$ cat src/design/assert_macros.svh
// assertion macros shared by the management frame master
// no dependencies; clock and reset are passed in by the user
`ifndef ASSERT_MACROS_SVH
`define ASSERT_MACROS_SVH

// condition in this cycle implies property in the same cycle
`define ASSERT_SAME(lbl, clk, rst_n, cond, prop, msg) \
    lbl: assert property (@(posedge clk) disable iff (!(rst_n)) (cond) |-> (prop)) \
        else $error(msg);

// condition in this cycle implies property in the next cycle
`define ASSERT_NEXT(lbl, clk, rst_n, cond, prop, msg) \
    lbl: assert property (@(posedge clk) disable iff (!(rst_n)) (cond) |=> (prop)) \
        else $error(msg);

`endif

$ cat src/design/mdio_pkg.sv
// package for the management frame master: codes, frame constants and types
// used by every module of the block; no dependencies
`default_nettype none

package mdio_pkg;

    // frame lengths
    localparam int WRITE_PREAMBLE_BITS = 64;
    localparam int READ_PREAMBLE_BITS  = 32;
    localparam int TAIL_BITS           = 32;
    localparam int HEADER_BITS         = 14;
    localparam int DATA_BITS           = 16;
    localparam int MAX_PREAMBLE_BITS   = (WRITE_PREAMBLE_BITS > READ_PREAMBLE_BITS) ?
                                         WRITE_PREAMBLE_BITS : READ_PREAMBLE_BITS;
    localparam int BIT_IDX_W           = $clog2(MAX_PREAMBLE_BITS + TAIL_BITS);

    // configuration port
    localparam int CFG_IDX_W  = 4;
    localparam int CFG_DATA_W = 8;
    localparam int PORT_W     = 3;
    localparam int REG_W      = 5;

    localparam logic [CFG_IDX_W-1:0] CFG_PORT_ADDR = 4'd0;
    localparam logic [CFG_IDX_W-1:0] CFG_REG_ADDR  = 4'd1;

    // frame field codes
    localparam logic [1:0] FRAME_START = 2'b01;
    localparam logic [1:0] OP_WRITE    = 2'b01;
    localparam logic [1:0] OP_READ     = 2'b10;
    localparam logic [1:0] TA_WRITE    = 2'b10;
    localparam logic [1:0] TA_RELEASED = 2'b00;
    localparam logic [1:0] ADDR_PAD    = 2'b00;

    // stream widths
    localparam int IN_TDATA_W  = 24;
    localparam int IN_TUSER_W  = 2;
    localparam int OUT_TDATA_W = 24;

    typedef enum logic [1:0] {
        KIND_READ  = 2'd0,
        KIND_WRITE = 2'd1,
        KIND_TICK  = 2'd2
    } t_kind;

    typedef logic [BIT_IDX_W-1:0] t_bit_idx;

    typedef struct packed {
        logic [PORT_W-1:0] port_addr;
        logic [REG_W-1:0]  reg_addr;
    } t_cfg;

    // mdc sits in the lowest bit
    typedef struct packed {
        logic [DATA_BITS-1:0] read_data;
        logic                 done;
        logic                 busy;
        logic                 drive;
        logic                 line_out;
        logic                 mdc;
    } t_result;

    localparam int RESULT_W = $bits(t_result);

endpackage

`default_nettype wire

$ cat src/design/mdio_cfg_regs.sv
// configuration registers of the management frame master (port and register number)
// depends on mdio_pkg
`default_nettype none

module mdio_cfg_regs (
    input  wire logic                             i_clk,
    input  wire logic                             i_rst_n,
    input  wire logic                             i_cfg_valid,
    output logic                                  o_cfg_ready,
    input  wire logic [mdio_pkg::CFG_IDX_W-1:0]   i_cfg_index,
    input  wire logic [mdio_pkg::CFG_DATA_W-1:0]  i_cfg_data,
    output mdio_pkg::t_cfg                        o_cfg
);

    mdio_pkg::t_cfg r_cfg;
    mdio_pkg::t_cfg n_cfg;

    // writes always taken at once
    assign o_cfg_ready = 1'b1;

    // decode of the register index; unknown indexes are dropped
    always_comb begin
        n_cfg = r_cfg;
        if (i_cfg_valid) begin
            if (i_cfg_index == mdio_pkg::CFG_PORT_ADDR) begin
                n_cfg.port_addr = i_cfg_data[mdio_pkg::PORT_W-1:0];
            end else if (i_cfg_index == mdio_pkg::CFG_REG_ADDR) begin
                n_cfg.reg_addr = i_cfg_data[mdio_pkg::REG_W-1:0];
            end
        end
    end

    always_ff @(posedge i_clk) begin
        if (!i_rst_n) begin
            r_cfg <= '0;
        end else begin
            r_cfg <= n_cfg;
        end
    end

    assign o_cfg = r_cfg;

endmodule

`default_nettype wire

$ cat src/design/mdio_frame_seq.sv
// frame sequencer: frame state, next-state logic and line levels for one transfer
// depends on mdio_pkg
`default_nettype none

module mdio_frame_seq (
    input  wire logic                            i_clk,
    input  wire logic                            i_rst_n,
    input  wire logic                            i_accept,
    input  wire logic [1:0]                      i_kind,
    input  wire logic [mdio_pkg::DATA_BITS-1:0]  i_write_data,
    input  wire logic                            i_mdio_in,
    input  wire mdio_pkg::t_cfg                  i_cfg,
    output mdio_pkg::t_result                    o_result
);

    logic                                 r_active,      n_active;
    logic                                 r_is_write,    n_is_write;
    mdio_pkg::t_bit_idx                   r_bit_idx,     n_bit_idx;
    logic                                 r_phase,       n_phase;
    logic [mdio_pkg::DATA_BITS-1:0]       r_send,        n_send;
    logic [mdio_pkg::DATA_BITS-1:0]       r_recv,        n_recv;
    logic [mdio_pkg::HEADER_BITS-1:0]     r_header,      n_header;
    logic [mdio_pkg::DATA_BITS-1:0]       r_read_result, n_read_result;
    logic                                 done;

    mdio_pkg::t_bit_idx                   cur_pre;
    mdio_pkg::t_bit_idx                   next_pre;
    mdio_pkg::t_bit_idx                   tail_pos;
    logic [mdio_pkg::TAIL_BITS-1:0]       tail_word;
    logic                                 in_preamble;
    logic                                 drive;
    logic                                 level;

    // preamble length of the frame in progress
    assign cur_pre = r_is_write ? mdio_pkg::t_bit_idx'(mdio_pkg::WRITE_PREAMBLE_BITS)
                                : mdio_pkg::t_bit_idx'(mdio_pkg::READ_PREAMBLE_BITS);

    // next state for one accepted transfer
    always_comb begin
        n_active      = r_active;
        n_is_write    = r_is_write;
        n_bit_idx     = r_bit_idx;
        n_phase       = r_phase;
        n_send        = r_send;
        n_recv        = r_recv;
        n_header      = r_header;
        n_read_result = r_read_result;
        done          = 1'b0;
        if (i_accept) begin
            unique case (i_kind)
                mdio_pkg::KIND_READ, mdio_pkg::KIND_WRITE: begin
                    // commands while a frame runs are ignored
                    if (!r_active) begin
                        n_active   = 1'b1;
                        n_is_write = (i_kind == mdio_pkg::KIND_WRITE);
                        n_bit_idx  = '0;
                        n_phase    = 1'b0;
                        n_header   = {mdio_pkg::FRAME_START,
                                      (i_kind == mdio_pkg::KIND_WRITE) ?
                                          mdio_pkg::OP_WRITE : mdio_pkg::OP_READ,
                                      mdio_pkg::ADDR_PAD, i_cfg.port_addr, i_cfg.reg_addr};
                        if (i_kind == mdio_pkg::KIND_WRITE) begin
                            n_send = i_write_data;
                        end else begin
                            n_recv = '0;
                        end
                    end
                end
                mdio_pkg::KIND_TICK: begin
                    if (r_active) begin
                        if (!r_phase) begin
                            // rising mdc: sample read data bits
                            n_phase = 1'b1;
                            if (!r_is_write && (r_bit_idx >= cur_pre +
                                    mdio_pkg::t_bit_idx'(mdio_pkg::DATA_BITS))) begin
                                n_recv = {r_recv[mdio_pkg::DATA_BITS-2:0], i_mdio_in};
                            end
                            // last bit of the frame
                            if (r_bit_idx == cur_pre +
                                    mdio_pkg::t_bit_idx'(mdio_pkg::TAIL_BITS - 1)) begin
                                n_active  = 1'b0;
                                n_bit_idx = '0;
                                done      = 1'b1;
                                if (!r_is_write) begin
                                    n_read_result = n_recv;
                                end
                            end
                        end else begin
                            // falling mdc: move to the next bit
                            n_phase   = 1'b0;
                            n_bit_idx = r_bit_idx + mdio_pkg::t_bit_idx'(1);
                        end
                    end
                end
                default: begin
                    // unused kind code: no change
                end
            endcase
        end
    end

    // line levels seen after the update
    assign next_pre = n_is_write ? mdio_pkg::t_bit_idx'(mdio_pkg::WRITE_PREAMBLE_BITS)
                                 : mdio_pkg::t_bit_idx'(mdio_pkg::READ_PREAMBLE_BITS);
    assign in_preamble = (n_bit_idx < next_pre);
    assign tail_pos    = n_bit_idx - next_pre;
    assign tail_word   = {n_header,
                          n_is_write ? mdio_pkg::TA_WRITE : mdio_pkg::TA_RELEASED,
                          n_is_write ? n_send : {mdio_pkg::DATA_BITS{1'b0}}};

    always_comb begin
        drive = n_active && (n_is_write || in_preamble ||
                (tail_pos < mdio_pkg::t_bit_idx'(mdio_pkg::HEADER_BITS)));
        level = 1'b0;
        if (drive) begin
            level = in_preamble ? 1'b1 : tail_word[5'd31 - tail_pos[4:0]];
        end
    end

    // frame state registers
    always_ff @(posedge i_clk) begin
        if (!i_rst_n) begin
            r_active      <= 1'b0;
            r_is_write    <= 1'b0;
            r_bit_idx     <= '0;
            r_phase       <= 1'b0;
            r_read_result <= '0;
        end else begin
            r_active      <= n_active;
            r_is_write    <= n_is_write;
            r_bit_idx     <= n_bit_idx;
            r_phase       <= n_phase;
            r_read_result <= n_read_result;
        end
    end

    // shift and header payload, loaded when a frame starts
    always_ff @(posedge i_clk) begin
        r_send   <= n_send;
        r_recv   <= n_recv;
        r_header <= n_header;
    end

    always_comb begin
        o_result.read_data = n_read_result;
        o_result.done      = done;
        o_result.busy      = n_active;
        o_result.drive     = drive;
        o_result.line_out  = level;
        o_result.mdc       = n_phase;
    end

endmodule

`default_nettype wire

$ cat src/design/mdio_out_reg.sv
// result register with stream handshake towards the master side
// depends on mdio_pkg
`default_nettype none

module mdio_out_reg (
    input  wire logic              i_clk,
    input  wire logic              i_rst_n,
    input  wire logic              i_load,
    input  wire mdio_pkg::t_result i_result,
    input  wire logic              i_m_tready,
    output logic                   o_m_tvalid,
    output mdio_pkg::t_result      o_result,
    output logic                   o_space
);

    logic              r_valid;
    logic              n_valid;
    mdio_pkg::t_result r_result;

    // free when empty or the held result leaves this cycle
    assign o_space = !r_valid || i_m_tready;

    always_comb begin
        n_valid = r_valid;
        if (i_load) begin
            n_valid = 1'b1;
        end else if (i_m_tready) begin
            n_valid = 1'b0;
        end
    end

    always_ff @(posedge i_clk) begin
        if (!i_rst_n) begin
            r_valid <= 1'b0;
        end else begin
            r_valid <= n_valid;
        end
    end

    always_ff @(posedge i_clk) begin
        if (i_load) begin
            r_result <= i_result;
        end
    end

    assign o_m_tvalid = r_valid;
    assign o_result   = r_result;

endmodule

`default_nettype wire

$ cat src/design/mdio_management_frame_master.sv
// top level of the management frame master: config registers, sequencer, result register
// depends on mdio_pkg, mdio_cfg_regs, mdio_frame_seq, mdio_out_reg, assert_macros.svh
//
//  channel   direction  handshake               payload
//  s stream  in         i_s_tvalid/o_s_tready   tuser kind, tdata write_data, mdio_in
//  m stream  out        o_m_tvalid/i_m_tready   tdata mdc .. read_data
//  cfg       in         i_cfg_valid/o_cfg_ready i_cfg_index, i_cfg_data
//
// one item per cycle while the result register has space; its result sits in the output register on the next cycle
// the frame state is updated in a single pass between the state and result registers
// reset clears config, frame state and read data; mdc starts low, no clearing pass
// the input stalls only while the result register holds an untaken result
`default_nettype none
`include "assert_macros.svh"

module mdio_management_frame_master (
    input  wire logic                               i_clk,
    input  wire logic                               i_rst_n,
    // slave stream
    input  wire logic                               i_s_tvalid,
    output logic                                    o_s_tready,
    // tdata: write_data[15:0], mdio_in[16], zero[23:17]
    input  wire logic [mdio_pkg::IN_TDATA_W-1:0]    i_s_tdata,
    // tuser: kind[1:0]
    input  wire logic [mdio_pkg::IN_TUSER_W-1:0]    i_s_tuser,
    // master stream
    output logic                                    o_m_tvalid,
    input  wire logic                               i_m_tready,
    // tdata: mdc[0], line_out[1], mdio_drive[2], busy_res[3], done_res[4],
    //        read_data[20:5], zero[23:21]
    output logic [mdio_pkg::OUT_TDATA_W-1:0]        o_m_tdata,
    // configuration writes
    input  wire logic                               i_cfg_valid,
    output logic                                    o_cfg_ready,
    input  wire logic [mdio_pkg::CFG_IDX_W-1:0]     i_cfg_index,
    input  wire logic [mdio_pkg::CFG_DATA_W-1:0]    i_cfg_data
);

    mdio_pkg::t_cfg    cfg;
    mdio_pkg::t_result seq_result;
    mdio_pkg::t_result out_result;
    logic              space;
    logic              in_xfer;

    assign o_s_tready = space;
    assign in_xfer    = i_s_tvalid && space;

    mdio_cfg_regs u_cfg (
        .i_clk       (i_clk),
        .i_rst_n     (i_rst_n),
        .i_cfg_valid (i_cfg_valid),
        .o_cfg_ready (o_cfg_ready),
        .i_cfg_index (i_cfg_index),
        .i_cfg_data  (i_cfg_data),
        .o_cfg       (cfg)
    );

    mdio_frame_seq u_seq (
        .i_clk        (i_clk),
        .i_rst_n      (i_rst_n),
        .i_accept     (in_xfer),
        .i_kind       (i_s_tuser),
        .i_write_data (i_s_tdata[mdio_pkg::DATA_BITS-1:0]),
        .i_mdio_in    (i_s_tdata[mdio_pkg::DATA_BITS]),
        .i_cfg        (cfg),
        .o_result     (seq_result)
    );

    mdio_out_reg u_out (
        .i_clk      (i_clk),
        .i_rst_n    (i_rst_n),
        .i_load     (in_xfer),
        .i_result   (seq_result),
        .i_m_tready (i_m_tready),
        .o_m_tvalid (o_m_tvalid),
        .o_result   (out_result),
        .o_space    (space)
    );

    // result packed from mdc upwards, padded to whole bytes
    assign o_m_tdata = {{(mdio_pkg::OUT_TDATA_W - mdio_pkg::RESULT_W){1'b0}}, out_result};

    // a held result blocks the input
    `ASSERT_SAME(a_stall_blocks_input, i_clk, i_rst_n, o_m_tvalid && !i_m_tready, !o_s_tready, "input accepted while result register full")
    // every accepted item leaves a result
    `ASSERT_NEXT(a_accept_gives_result, i_clk, i_rst_n, i_s_tvalid && o_s_tready, o_m_tvalid, "accepted transfer produced no result")
    // a finishing tick leaves the master idle
    `ASSERT_SAME(a_done_not_busy, i_clk, i_rst_n, o_m_tvalid && o_m_tdata[4], !o_m_tdata[3], "done reported with frame still busy")
    // the line is only driven inside a frame
    `ASSERT_SAME(a_drive_in_frame, i_clk, i_rst_n, o_m_tvalid && o_m_tdata[2], o_m_tdata[3], "data line driven while idle")

endmodule

`default_nettype wire

$ cat config.mk
export PLATFORM = sky130hd
export DESIGN_NAME = mdio_management_frame_master
export DESIGN_NICKNAME = d
export VERILOG_FILES = /design/src/design/mdio_pkg.sv /design/src/design/mdio_cfg_regs.sv /design/src/design/mdio_frame_seq.sv /design/src/design/mdio_out_reg.sv /design/src/design/mdio_management_frame_master.sv
export VERILOG_INCLUDE_DIRS = /design/src /design/src/design
export SDC_FILE = /design/constraint.sdc
export NUM_CORES = 1
export LEC_CHECK = 0
export ABC_CLOCK_PERIOD_IN_PS = 9000
export BUFFER_PORTS_ARGS = -buffer_cell sky130_fd_sc_hd__buf_2
export CAP_MARGIN = 20
export CORE_UTILIZATION = 50
export DETAILED_ROUTE_END_ITERATION = 10
export GPL_TIMING_DRIVEN = 1
export HOLD_SLACK_MARGIN = 0.08
export PLACE_DENSITY = 0.73
export SYNTH_ARGS = -nofsm -noshare
export SYNTH_HDL_FRONTEND = slang
export SYNTH_SLANG_ARGS = --single-unit
export TNS_END_PERCENT = 100
$ cat constraint.sdc
create_clock -name i_clk -period 9 [get_ports i_clk]
set_input_delay 1.8 -clock i_clk [delete_from_list [all_inputs] [get_ports i_clk]]
set_output_delay 1.8 -clock i_clk [all_outputs]
set_load 0.01 [all_outputs]
# ---- Yosys cells after proc, flatten, opt, wreduce, memory -nomap -nowiden
# Index checks and enable logic that the tools add are counted.
# W data, S select, Z words.
dict set report op_classes {
  n_addsub 5
  mul 0
  div_mod_pow 0
  n_lt_le_gt_ge 4
  eq_ne 8
  shifts 0
  n_mux 49
  bitwise_logic 3
  n_reduce_logical 17
}
# operator n
set ops {}
lappend ops {{$mux W16} 16}
lappend ops {{$mux W7} 7}
lappend ops {{$mux W14} 3}
lappend ops {{$pmux W16 S2} 1}
lappend ops {{$mux W1} 16}
lappend ops {{$add A7 B5 Y7 const B} 2}
lappend ops {{$pmux W7 S2} 1}
lappend ops {{$add A7 B1 Y7 const B} 1}
lappend ops {{$eq A7 B7 Y1} 1}
lappend ops {{$ge A7 B7 Y1} 1}
lappend ops {{$lt A7 B4 Y1 const B} 1}
lappend ops {{$lt A7 B7 Y1} 1}
lappend ops {{$sub A7 B7 Y7} 1}
lappend ops {{$lt A5 B6 Y1 const B} 1}
lappend ops {{$ne A2 B2 Y1 const B} 3}
lappend ops {{$reduce_and A6 Y1} 1}
lappend ops {{$bmux W1 S5} 1}
lappend ops {{$sub A5 B5 Y5 const A} 1}
lappend ops {{$eq A4 B1 Y1 const B} 1}
lappend ops {{$logic_not A4 Y1} 1}
lappend ops {{$mux W2} 2}
lappend ops {{$pmux W1 S2} 2}
lappend ops {{$reduce_bool A2 Y1} 2}
lappend ops {{$logic_and A1 B1 Y1} 3}
lappend ops {{other kinds (11)} 16}
dict set report totals {
  reg_bits 102
  latch_bits 0
  mem_bits_rw 0
  romBits 0
  output_inout_bits 27
  word_cells 103
  memories 0
}

# ---- Logic depth before layout (Yosys ltp)
# Gate-level depths: netlist of run 1.
dict set report logic_depth {
  ltp_word 13
  depth_mapped 15
  depth_no_buf 14
}

# ---- By module
# A second synthesis of run 1 with hierarchy kept.
dict set report hier_totals {
  hier_cells 472
  hier_area_um2 4585.6
}
# mod n_inst cells_per_inst area_per_inst_um2 seq_area_each_um2
set by_module_without_submodules {}
lappend by_module_without_submodules {mdio_frame_seq 1 406 3518.4 1601.5}
lappend by_module_without_submodules {mdio_out_reg 1 25 679.4 650.6}
lappend by_module_without_submodules {mdio_cfg_regs 1 36 355.3 160.2}
lappend by_module_without_submodules {mdio_management_frame_master 1 5 32.5 0.0}

# ---- Worst setup path after synthesis of run 1
# No wires, ideal clock.
dict set report synth_path {
  kind {input-to-reg}
  startpoint {input port i_m_tready}
  endpoint {register u_out.r_result, in the netlist u_out.o_result[1] (data pin)}
  setup_ns 0.267
  arrival_ns 4.315
  t_required_ns 8.733
  slack_ns 4.417
  cell_stages 14
  path_buffers 0
  cell_sequence {nor2b_4 -> inv_2 -> nand2_1 -> inv_1 -> nand2_1 -> nor4_1 -> a21oi_1 -> ha_1 -> fa_1 -> nand2b_1 -> nor3_1 -> a211oi_2 -> o21ai_0 -> nand3_1}
}
# element line
set synth_lines {}
lappend synth_lines {{start: declaration} mdio_management_frame_master.sv:28} ;# input wire logic i_m_tready,
lappend synth_lines {{end signal: assignment} mdio_out_reg.sv:42} ;# r_result <= i_result;
lappend synth_lines {{end: declaration} mdio_out_reg.sv:18} ;# mdio_pkg::t_result r_result;

==> out/results.md, run 1 <==
## Outcome
- complete, no violations — outcome

## Placed design
- 0.8571 — RePlAce Congestion
- 5954 um — half-perimeter wire length of the detailed placement result
- 553 — cell total after placement
- 55 — quantity of I/O buffers inserted on ports

## CTS
- 9 — number of clock buffers inserted by TritonCTS
- 0.37 ns — clock latency reported for the late side of the worst-skew pair
- 0 — quantity of hold-fixing buffers added after cts
- 102 — # clock sinks
- clkbuf_8 — clock root buffer
- yes — TritonCTS clock tree
- 2 — maximum clock path buffer count
- 0.09 ns — clock slew seen by the registers of the worst setup and hold paths
- 3 — number of levels in the clock H-tree
- 0 — number of setup buffers added after CTS
- 0 — post-cts gate resize count

## Power
- 0.8724 mW — post-layout power
- 9.6% — Gate power share
- 31.0% — Clock Power Share
- 2.061 nW — leakage power
- 59.5% — sequential share of power
- 173.8 nW/um^2 — power per cell area
- 24.73% — net switching fraction of the power
- 0.2157 mW — Switch Pwr
- 0.6567 mW — internal power
- 0.1022 mV — worst vdd ir

## Timing
- 0 — final setup violation count
- 0.01094 ns — Final Skew
- false — RSZ-0062 raised after global routing
- 1.073 ns — worst slew pin tran
- 0 — final slew viol count
- 4.793 ns — post-layout min period
- 208.6 MHz — Peak Freq
- 0 ns — final sum of negative setup slack
- 28.40% — headroom to the max-slew limit
- 0 — count of final hold-check violations
- 53.26% — Final Cycle Share

## Finish
- 2412 um^2 — storage element area
- 10.37% — Area growth syn-to-layout
- 25.38% — layout cell share with drive strength beyond 1
- 0 — Antenna Diode Count
- 506 — Layout Nets
- 764 — Filler Cell Count
- 1939 um^2 — combined area of the multi-input logic cells
- 569 — final standard cell count with taps included and fillers excluded

## Min path
- reg -> reg — classification of the worst-slack hold path
- 2 — count of cells along the worst hold path
- u_seq.r_header[10] — startpoint of the lowest-slack hold path
- u_seq.r_header[10] — destination of the worst hold path

## Die
- 51.88% — initial core utilization
- 97.36 um — DIE WIDTH
- 97.36 um — vertical extent of the die
- 70 — I/O pin cnt
- 9479 um^2 — full die area
- 34 — Cell Rows
- 8763 um^2 — area of the placeable core

## Worst setup path
- u_seq.r_active — R2R Path Start
- 23 — maximum fanout count along the critical path
- 10 — number of cell instances on the worst register-to-register path
- in -> reg — type of the setup path with the least slack
- 9.11 ns — required time at the worst-slack endpoint
- input pin — Startpoint Class
- 4.90 ns — worst path arrival time
- u_out.o_result[1] — Worst R2R End
- flip-flop — category of the worst setup path capture point
- 5.34 ns — reg-to-reg setup timing slack

## Logic synthesis
- 102 — register bit count reported by yosys
- 4547 um^2 — cell area after technology mapping
- 0 — total number of yosys warnings
- 60 — unique cell type count in the Yosys netlist
- 409 — post-synthesis cell count
- 11.12 um^2 — syn avg cell area
- dfxtp_1 — top flip-flop cell by instance count after synthesis
- 53.05% — part of the Yosys area used for sequential elements
- 37 — number of flops mapped to enable cells by yosys
- 0% — fraction of registers with async set/reset

## Detailed routing
- 15.02 um — routed len/inst
- 3102 — total number of vias
- 4 — DRT Pass-1 Iters
- 0 — Antenna Violating Nets Remaining
- 119 — First DRT Iteration DRCs
- 0 — Remaining DRCs
- 5.452 — average via count per standard cell
- 8547 um — Total Wirelength

## Global route
- 18.84% — global-route usage over all layers
- 0 — leftover overflow at the end of global routing
- 2964 — number of global-route vias before repair
- 14210 um — first-pass GRT wire length
- 0 — number of antenna violations at the first check in global routing
- 33 — pin count of the biggest net entering global routing

## Run
- 0 — max-cap viol count

==> state kept, by name (all words and copies together) (netlist names) <==
name	count
u_out.o_result	21
u_seq.r_read_result	16
u_seq.r_recv	16
u_seq.r_send	16
u_seq.r_header	14
u_cfg.o_cfg	8
u_seq.r_bit_idx	7
u_out.o_m_tvalid	1
u_seq.r_active	1
u_seq.r_is_write	1
u_seq.r_phase	1
==> cell usage after synthesis, types with 2 or more instances <==
cell type | count | area [um^2]
dfxtp_1 | 65 | 1301
nor2_1 | 56 | 210.2
edfxtp_1 | 37 | 1111
mux2i_1 | 34 | 340.3
a21oi_1 | 29 | 145.1
and2_1 | 23 | 143.9
mux2_2 | 22 | 247.7
nand2_1 | 16 | 60.06
inv_1 | 12 | 45.04
clkbuf_1 | 8 | 30.03
nor3_1 | 8 | 40.04
ha_1 | 6 | 75.07
o21ai_0 | 6 | 30.03
a211oi_1 | 5 | 37.54
buf_4 | 5 | 37.54
nand3_1 | 5 | 25.02
buf_6 | 4 | 45.04
nand2b_1 | 4 | 25.02
nor4_1 | 4 | 25.02
or2_2 | 4 | 25.02
buf_2 | 3 | 15.01
nand4_4 | 3 | 63.81
o21a_1 | 3 | 22.52
a21o_1 | 2 | 15.01
a221oi_1 | 2 | 17.52
a31oi_1 | 2 | 12.51
buf_1 | 2 | 7.510
clkbuf_8 | 2 | 27.53
conb_1 | 2 | 7.510
o2111ai_1 | 2 | 17.52
o211ai_1 | 2 | 15.01
o211ai_2 | 2 | 25.02
o31ai_1 | 2 | 15.01
==> power by group through the flow <==
stage               clock network (mW)  registers, mW  logic (mW)
floorplan                            0          0.529      0.0575
global placement                     0          0.528      0.0812
detailed placement                   0          0.530      0.0838
CTS                              0.277          0.519      0.0841
global route                     0.296          0.522      0.0924
finish                           0.270          0.519      0.0836
==> metrics by stage <==
stage / worst slack (ns) / cell area, um^2 / utilization [%] / hold slack [ns]
2_1_floorplan: 4.417 / 4554 / - / 0.4106
6_report: 4.207 / 5019 / 57.27 / 0.4406
3_3_place_gp: 3.893 / 4837 / 55.20 / 0.4229
4_1_cts: 4.199 / 5019 / 57.27 / 0.4448
3_5_place_dp: 3.797 / 4837 / 55.20 / 0.4264
5_1_grt: 3.893 / 5019 / 57.27 / 0.4729
==> per-layer routing <==
| layer | routed length [um] | share of wire (%) | GRT usage, % |
|---|---|---|---|
| met1 | 4060 | 48 | 25.26 |
| met5 | 0 | 0 | 0 |
| met2 | 3991 | 47 | 29.69 |
| met3 | 366 | 4.3 | 4.964 |
| met4 | 129 | 1.5 | 6.222 |
==> worst max-delay path, stage by stage <==
cell and delay (ns):
buf_2 0.16, nor2_2 0.26, nand3_1 0.71, a21boi_1 0.66
inv_1 0.13, fa_1 0.47, nand2b_1 0.17, nor3_1 0.25
a211oi_2 0.11, o21ai_0 0.10, nand3_1 0.09
==> layout make-up <==
cell class	instances	share of cell area (%)
sequential	102	48.07
multi-input combinational	271	38.64
timing repair buffer	58	5.934
clock buffer	11	2.817
tap	108	2.693
inverter	14	1.047
clock inverter	5	0.7978
==> layout by cell type (no fill, tap or decap), types with 5 or more instances in the layout <==
cell	count
buf_2	55
mux2i_1	34
clkbuf_8	10
nand2_1	16
and2_1	23
edfxtp_1	37
a21oi_1	29
ha_1	6
nor3_1	7
mux2_2	22
nand3_1	5
inv_1	12
nor2_1	55
o21ai_0	6
dfxtp_1	65
==> cell families after synthesis <==
group / synth area share, %
AOI/OAI and AO/OA: 11.01
adders and majority gates: 2.091
buffers and inverters: 4.733
DFF: 53.05
muxes: 12.93
other: 0.1652
and+or+nand+nor: 16.02
==> worst max-delay path by stage <==
stage / from / endpoint / slack, ns
after floorplan: i_m_tready / u_out.o_result[1] / 4.42
after global placement: i_m_tready / u_out.o_result[1] / 3.89
after detailed placement: i_s_tuser[1] / u_out.o_result[1] / 3.80
after CTS: i_s_tuser[1] / u_out.o_result[1] / 4.20
after global routing: i_s_tuser[1] / u_out.o_result[1] / 3.89
final: i_s_tuser[1] / u_out.o_result[1] / 4.21
Note: power is estimated with default switching activity, not from simulation.
==> inputs of run 2 (changes only) <==
- ABC_AREA: not set -> 1
- ABC_CLOCK_PERIOD_IN_PS: 9000 -> 4900
- PLACE_DENSITY: 0.73 -> 0.72
- clock period: 9 -> 4.9 ns (I/O delays scaled with it)
==> out/results.md, run 2 <==
## Power
- 1.275 mW — internal power
- 2.555 nW — leakage power
- 329.5 nW/um^2 — power per cell area
- 0.2177 mV — worst vdd ir
- 0.4532 mW — Switch Pwr
- 12.4% — Gate power share
- 55.6% — sequential share of power
- 26.21% — net switching fraction of the power
- 32.1% — Clock Power Share

## Logic synthesis
- 27.55% — area share of the largest cell type after synthesis
- 0 — total number of yosys warnings
- 102 — register bit count reported by yosys
- nand2_1 (110), inv_1 (103), nor2_1 (66) — cell types with the highest counts after synthesis
- 4723 um^2 — cell area after technology mapping
- 37 — number of flops mapped to enable cells by yosys
- dfxtp_1 (28%), edfxtp_1 (24%), nand2_1 (8.7%) — Synth area leaders
- 51.07% — part of the Yosys area used for sequential elements
- dfxtp_1 — top flip-flop cell by instance count after synthesis
- 8.102 um^2 — syn avg cell area
- 583 — post-synthesis cell count
- dfxtp_1 — cell type with the highest aggregate area in the netlist
- nand2_1 — dominant cell by count in the synthesized netlist
- 39 — unique cell type count in the Yosys netlist
- 0% — fraction of registers with async set/reset

## CTS
- 9 — number of clock buffers inserted by TritonCTS
- clkbuf_8 — clock root buffer
- 0.37 ns — clock latency reported for the late side of the worst-skew pair
- 0 — number of setup buffers added after CTS
- 2 — maximum clock path buffer count
- 3 — number of levels in the clock H-tree
- 0 — post-cts gate resize count
- 0.10 ns — clock slew seen by the registers of the worst setup and hold paths
- yes — TritonCTS clock tree
- 102 — # clock sinks
- 0 — quantity of hold-fixing buffers added after cts

## Worst setup path
- flip-flop — category of the worst setup path capture point
- simple AND/OR/NAND/NOR gates — Worst path top cell family by delay
- buf_2 -> inv_1 -> nand2_1 -> nand3_2 -> nor2_2 -> nand2_2 -> o21ai_0 -> inv_1 -> ha_1 -> fa_1 -> nand4_1 -> nand3_1 -> nand2_1 -> nor2_1 — chain of cells forming the critical path
- 16 — maximum fanout count along the critical path
- in -> reg — type of the setup path with the least slack
- input pin — Startpoint Class
- 3 — Buffers & Inverters on Critical Path
- 3.56 ns — worst path arrival time
- 1.85 ns — reg-to-reg setup timing slack
- 5.03 ns — required time at the worst-slack endpoint
- 0.43 ns — largest stage delay on the critical path
- fa_1 — Max stage delay cell, worst path

## Global route
- 15220 um — first-pass GRT wire length
- 0 — number of antenna violations at the first check in global routing
- 31 — pin count of the biggest net entering global routing
- 0 — leftover overflow at the end of global routing
- 3552 — number of global-route vias before repair
- 19.23% — global-route usage over all layers

## Finish
- 0 — Antenna Diode Count
- nand2_1 (110), inv_1 (103), nor2_1 (66) — most frequent cells in the layout
- 17.27% — layout cell share with drive strength beyond 1
- nand2_1 — leading cell type in the layout, fill and taps excluded
- 57.05% — post-layout util
- 5246 um^2 — Design Area, Final
- 21 — number of flip-flops in the largest register
- 682 — Layout Nets
- 11.07% — Area growth syn-to-layout

## Die
- 51.36% — initial core utilization
- 35 — Cell Rows
- 99.20 um — vertical extent of the die
- 9196 um^2 — area of the placeable core
- 99.20 um — DIE WIDTH
- 70 — I/O pin cnt
- 9840 um^2 — full die area

## Timing
- 0 — final slew viol count
- 0.01171 ns — Final Skew
- 0 ns — final sum of negative setup slack
- 3.432 ns — post-layout min period
- 0.8760 ns — worst slew pin tran
- 41.46% — headroom to the max-slew limit
- 291.3 MHz — Peak Freq
- 0 — final setup violation count
- false — RSZ-0062 raised after global routing
- 70.05% — Final Cycle Share
- 0.4420 ns — worst hold slack
- 0 — count of final hold-check violations

## Outcome
- complete, no violations — outcome

## Placed design
- 55 — quantity of I/O buffers inserted on ports
- 6259 um — half-perimeter wire length of the detailed placement result
- 5034 um^2 — total cell area at the placement stage
- 0.8225 — RePlAce Congestion

## Detailed routing
- 0 — Remaining DRCs
- 4 — DRT Pass-1 Iters
- 11.70 um — routed len/inst
- 8755 um — Total Wirelength
- 186 — First DRT Iteration DRCs
- 4.906 — average via count per standard cell
- 3670 — total number of vias
- 0 — Antenna Violating Nets Remaining

## Run
- 0 — max-cap viol count

## Min path
- reg -> reg — classification of the worst-slack hold path

## run 2: cell count changes in the layout (fill, tap and decap cells not counted), moves of 5 or more
cell and change:
inv_1 +91, nor2_1 +11, inv_2 +5, nand3_1 +42
and2_1 -23, nand2_2 +9, a21oi_1 -12, nand2_1 +94
nor3_1 -7, mux2i_1 -32, o21ai_0 +47, mux2_2 -22
## run 2: worst reg2reg max path, stage by stage (launching register included)
cell	delay, ns
dfxtp_1	0.34
nand2_1	0.18
nand3_2	0.11
nor2_2	0.41
nand2_2	0.31
o21ai_0	0.32
inv_1	0.17
ha_1	0.25
fa_1	0.43
nand4_1	0.10
nand3_1	0.07
nand2_1	0.08
nor2_1	0.05
## run 2: per-layer routing
layer | track usage, % | routed length, um
met1 | 22.51 | 4002
met2 | 34.97 | 4338
met3 | 4.989 | 319
met4 | 5.090 | 94
met5 | 0 | 0
## run 2: final timing paths
| path | from | endpoint | cells past startpoint |
|---|---|---|---|
| setup / recovery | i_m_tready | u_out.o_result[1] | 14 |
| hold reg to reg | u_seq.r_header[12] | u_seq.r_header[12] | 2 |
| setup reg to reg | u_out.o_m_tvalid | u_out.o_result[1] | 12 |
| hold / removal | u_seq.r_header[12] | u_seq.r_header[12] | 2 |
## run 2: power by group through the flow
stage          Clock, mW  Combinational (mW)  Sequential (mW)
2_1_floorplan          0               0.154            0.982
6_report           0.554               0.214            0.960
5_1_grt            0.602               0.250            0.967
3_5_place_dp           0               0.215            0.981
3_3_place_gp           0               0.209            0.979
4_1_cts            0.569               0.217            0.961
## run 2: layout make-up
cell class	instances	area [um^2]
Clock inverter	6	75.07
Multi-Input combinational cell	351	1772
Timing Repair Buffer	58	297.8
Inverter	110	412.9
Sequential cell	102	2412
Fill cell	871	3950
Tap cell	111	138.9
Clock buffer	10	137.6
## run 2: kinds of logic (layout without fill, tap and decap cells)
logic type / Yosys count / in the layout / synth area share (%)
multiplexers: 2 / 2 / 0.4239
AND/OR/NAND/NOR: 252 / 252 / 24.48
adder cells (fa/ha/maj): 7 / 7 / 2.013
other: 2 / 4 / 0.1590
flip-flops: 102 / 102 / 51.07
AO/OA/AOI/OAI: 86 / 86 / 10.17
buffers and inverters: 132 / 184 / 11.68
## run 2: metrics by stage
| step | setup WS (ns) | cells | power (mW) |
|---|---|---|---|
| floorplan | 1.881 | 585 | 1.136 |
| global placement | 1.183 | 732 | 1.187 |
| detailed placement | 1.076 | 732 | 1.196 |
| CTS | 1.462 | 748 | 1.747 |
| global route | 1.217 | 748 | 1.819 |
| finish | 1.468 | 748 | 1.729 |
==> inputs of run 3 (changes only) <==
- ABC_CLOCK_PERIOD_IN_PS: 4900 -> 3100
- PLACE_DENSITY: 0.72 -> 0.75
- clock period: 4.9 -> 3.1 ns (I/O delays scaled with it)
==> out/results.md, run 3 (synthesized netlist as in run 2, its figures left out) <==
## Power
- 2.594 nW — leakage power
- 2.709 mW — post-layout power
- 26.27% — net switching fraction of the power
- 1.997 mW — internal power
- 56.1% — sequential share of power
- 510.4 nW/um^2 — power per cell area
- 0.4362 mV — worst vdd ir
- 0.7116 mW — Switch Pwr
- 30.9% — Clock Power Share
- 13.0% — Gate power share

## Placed design
- 6424 um — half-perimeter wire length of the detailed placement result
- 741 — cell total after placement
- 5109 um^2 — total cell area at the placement stage
- 0.9487 — RePlAce Congestion
- 55 — quantity of I/O buffers inserted on ports
- 0.3329 ns — Setup Slack @ Placement

## Min path
- reg -> reg — classification of the worst-slack hold path
- 2 — count of cells along the worst hold path
- u_seq.r_header[13] — destination of the worst hold path
- u_seq.r_header[13] — startpoint of the lowest-slack hold path

## Die
- 35 — Cell Rows
- 70 — I/O pin cnt
- 99.20 um — vertical extent of the die
- 51.36% — initial core utilization
- 9840 um^2 — full die area
- 9196 um^2 — area of the placeable core
- 99.20 um — DIE WIDTH

## Finish
- nand2_1 (110), inv_1 (103), nor2_1 (66) — most frequent cells in the layout
- 0 — Antenna Diode Count
- 12.37% — Area growth syn-to-layout
- nand2_1 — leading cell type in the layout, fill and taps excluded
- 5308 um^2 — Design Area, Final
- 21 — number of flip-flops in the largest register
- 757 — final standard cell count with taps included and fillers excluded
- 18.11% — layout cell share with drive strength beyond 1
- 691 — Layout Nets

## Timing
- false — RSZ-0062 raised after global routing
- 0.2681 ns — post-route setup slack
- 0 ns — final sum of negative setup slack
- 0 — final slew viol count
- 0 — count of final hold-check violations
- 0 — final setup violation count
- 353.1 MHz — Peak Freq
- 91.35% — Final Cycle Share
- 2.832 ns — post-layout min period
- 0.01190 ns — Final Skew

## CTS
- 2 — maximum clock path buffer count
- 0 — quantity of hold-fixing buffers added after cts
- yes — TritonCTS clock tree
- 102 — # clock sinks
- 9 — number of clock buffers inserted by TritonCTS
- clkbuf_8 — clock root buffer
- 0 — post-cts gate resize count
- 0 — number of setup buffers added after CTS
- 3 — number of levels in the clock H-tree
- 0.37 ns — clock latency reported for the late side of the worst-skew pair
- 0.09 ns — clock slew seen by the registers of the worst setup and hold paths

## Worst setup path
- flip-flop — Startpoint Class
- inv_1 -> ha_1 -> nand2_1 -> nor2_2 -> nand3_2 -> nand3_1 -> o21ai_0 -> a32oi_1 -> ha_1 -> fa_1 -> nand4_1 -> nand3_1 -> nand2_1 -> nor2_1 — chain of cells forming the critical path
- 3.23 ns — required time at the worst-slack endpoint
- 0.27 ns — reg-to-reg setup timing slack
- adder cells — Worst path top cell family by delay
- 0.41 ns — largest stage delay on the critical path
- u_seq.r_is_write — R2R Path Start
- 1 — Buffers & Inverters on Critical Path
- reg -> reg — type of the setup path with the least slack
- 14 — number of cell instances on the worst register-to-register path
- 2.97 ns — worst path arrival time
- flip-flop — category of the worst setup path capture point
- 3 — maximum fanout count along the critical path
- u_out.o_result[1] — Worst R2R End
- dfxtp_1 — Max stage delay cell, worst path

## Outcome
- complete, no violations — outcome

## Global route
- 15410 um — first-pass GRT wire length
- 19.32% — global-route usage over all layers
- 0 — leftover overflow at the end of global routing
- 0 — number of antenna violations at the first check in global routing
- 33 — pin count of the biggest net entering global routing
- 3595 — number of global-route vias before repair

## Detailed routing
- 0 — Remaining DRCs
- 11.70 um — routed len/inst
- 149 — First DRT Iteration DRCs
- 4 — DRT Pass-1 Iters
- 8860 um — Total Wirelength
- 4.942 — average via count per standard cell
- 0 — Antenna Violating Nets Remaining
- 3741 — total number of vias

## Run
- 0 — max-cap viol count

-- run 3: changes by cell type in the layout (fill, tap and decap cells not counted), sizes merged --
cell      delta
clkinvlp     -1
clkinv       +3
inv          -2
buf          +9
-- run 3: power groups by stage --
stage | sequential (mW) | combinational, mW | clock [mW]
final | 1.52 | 0.352 | 0.838
after global routing | 1.53 | 0.409 | 0.908
after CTS | 1.52 | 0.356 | 0.864
after detailed placement | 1.55 | 0.352 | 0
after global placement | 1.55 | 0.341 | 0
after floorplan | 1.55 | 0.243 | 0
-- run 3: final cells by class --
class                      instances  area [um^2]
tap                              111        138.9
fill                             878         3889
clock buffer                      10        127.6
timing repair buffer              67        365.4
sequential                       102         2412
inverter                         110        412.9
multi-input combinational        351         1779
clock inverter                     6        71.32
-- run 3: worst min-delay path: stages, from the launching register on --
cell     delay [ns]
dfxtp_1        0.32
nand2_1        0.06
inv_1          0.05
-- run 3: how the worst max path moves through the flow --
stage	start	endpoint	slack, ns	cells past startpoint
after floorplan	i_m_tready	u_out.o_result[1]	0.44	12
after global placement	u_seq.r_is_write	u_out.o_result[1]	0.43	14
after CTS	u_seq.r_is_write	u_out.o_result[1]	0.28	14
final	u_seq.r_is_write	u_out.o_result[1]	0.27	14
after global routing	u_seq.r_is_write	u_out.o_result[1]	0.006	14
after detailed placement	u_seq.r_is_write	u_out.o_result[1]	0.33	14
-- run 3: per-layer routing --
metal  routed length (um)  vias up  global-route usage [%]  part of all wire, %
li1                     -     1955                       -                    -
met1                 3937     1699                   22.06                   44
met2                 4486       78                   36.15                   51
met3                  336        9                   4.708                  3.8
met4                  100        0                   4.864                  1.1
met5                    0        -                       0                    0
-- run 3: per-stage QoR --
| stage | hold slack [ns] | util (%) |
|---|---|---|
| after floorplan | 0.3999 | - |
| after global placement | 0.4081 | 55.55 |
| after detailed placement | 0.4274 | 55.55 |
| after CTS | 0.4514 | 57.71 |
| after global routing | 0.4697 | 57.71 |
| final | 0.4498 | 57.71 |
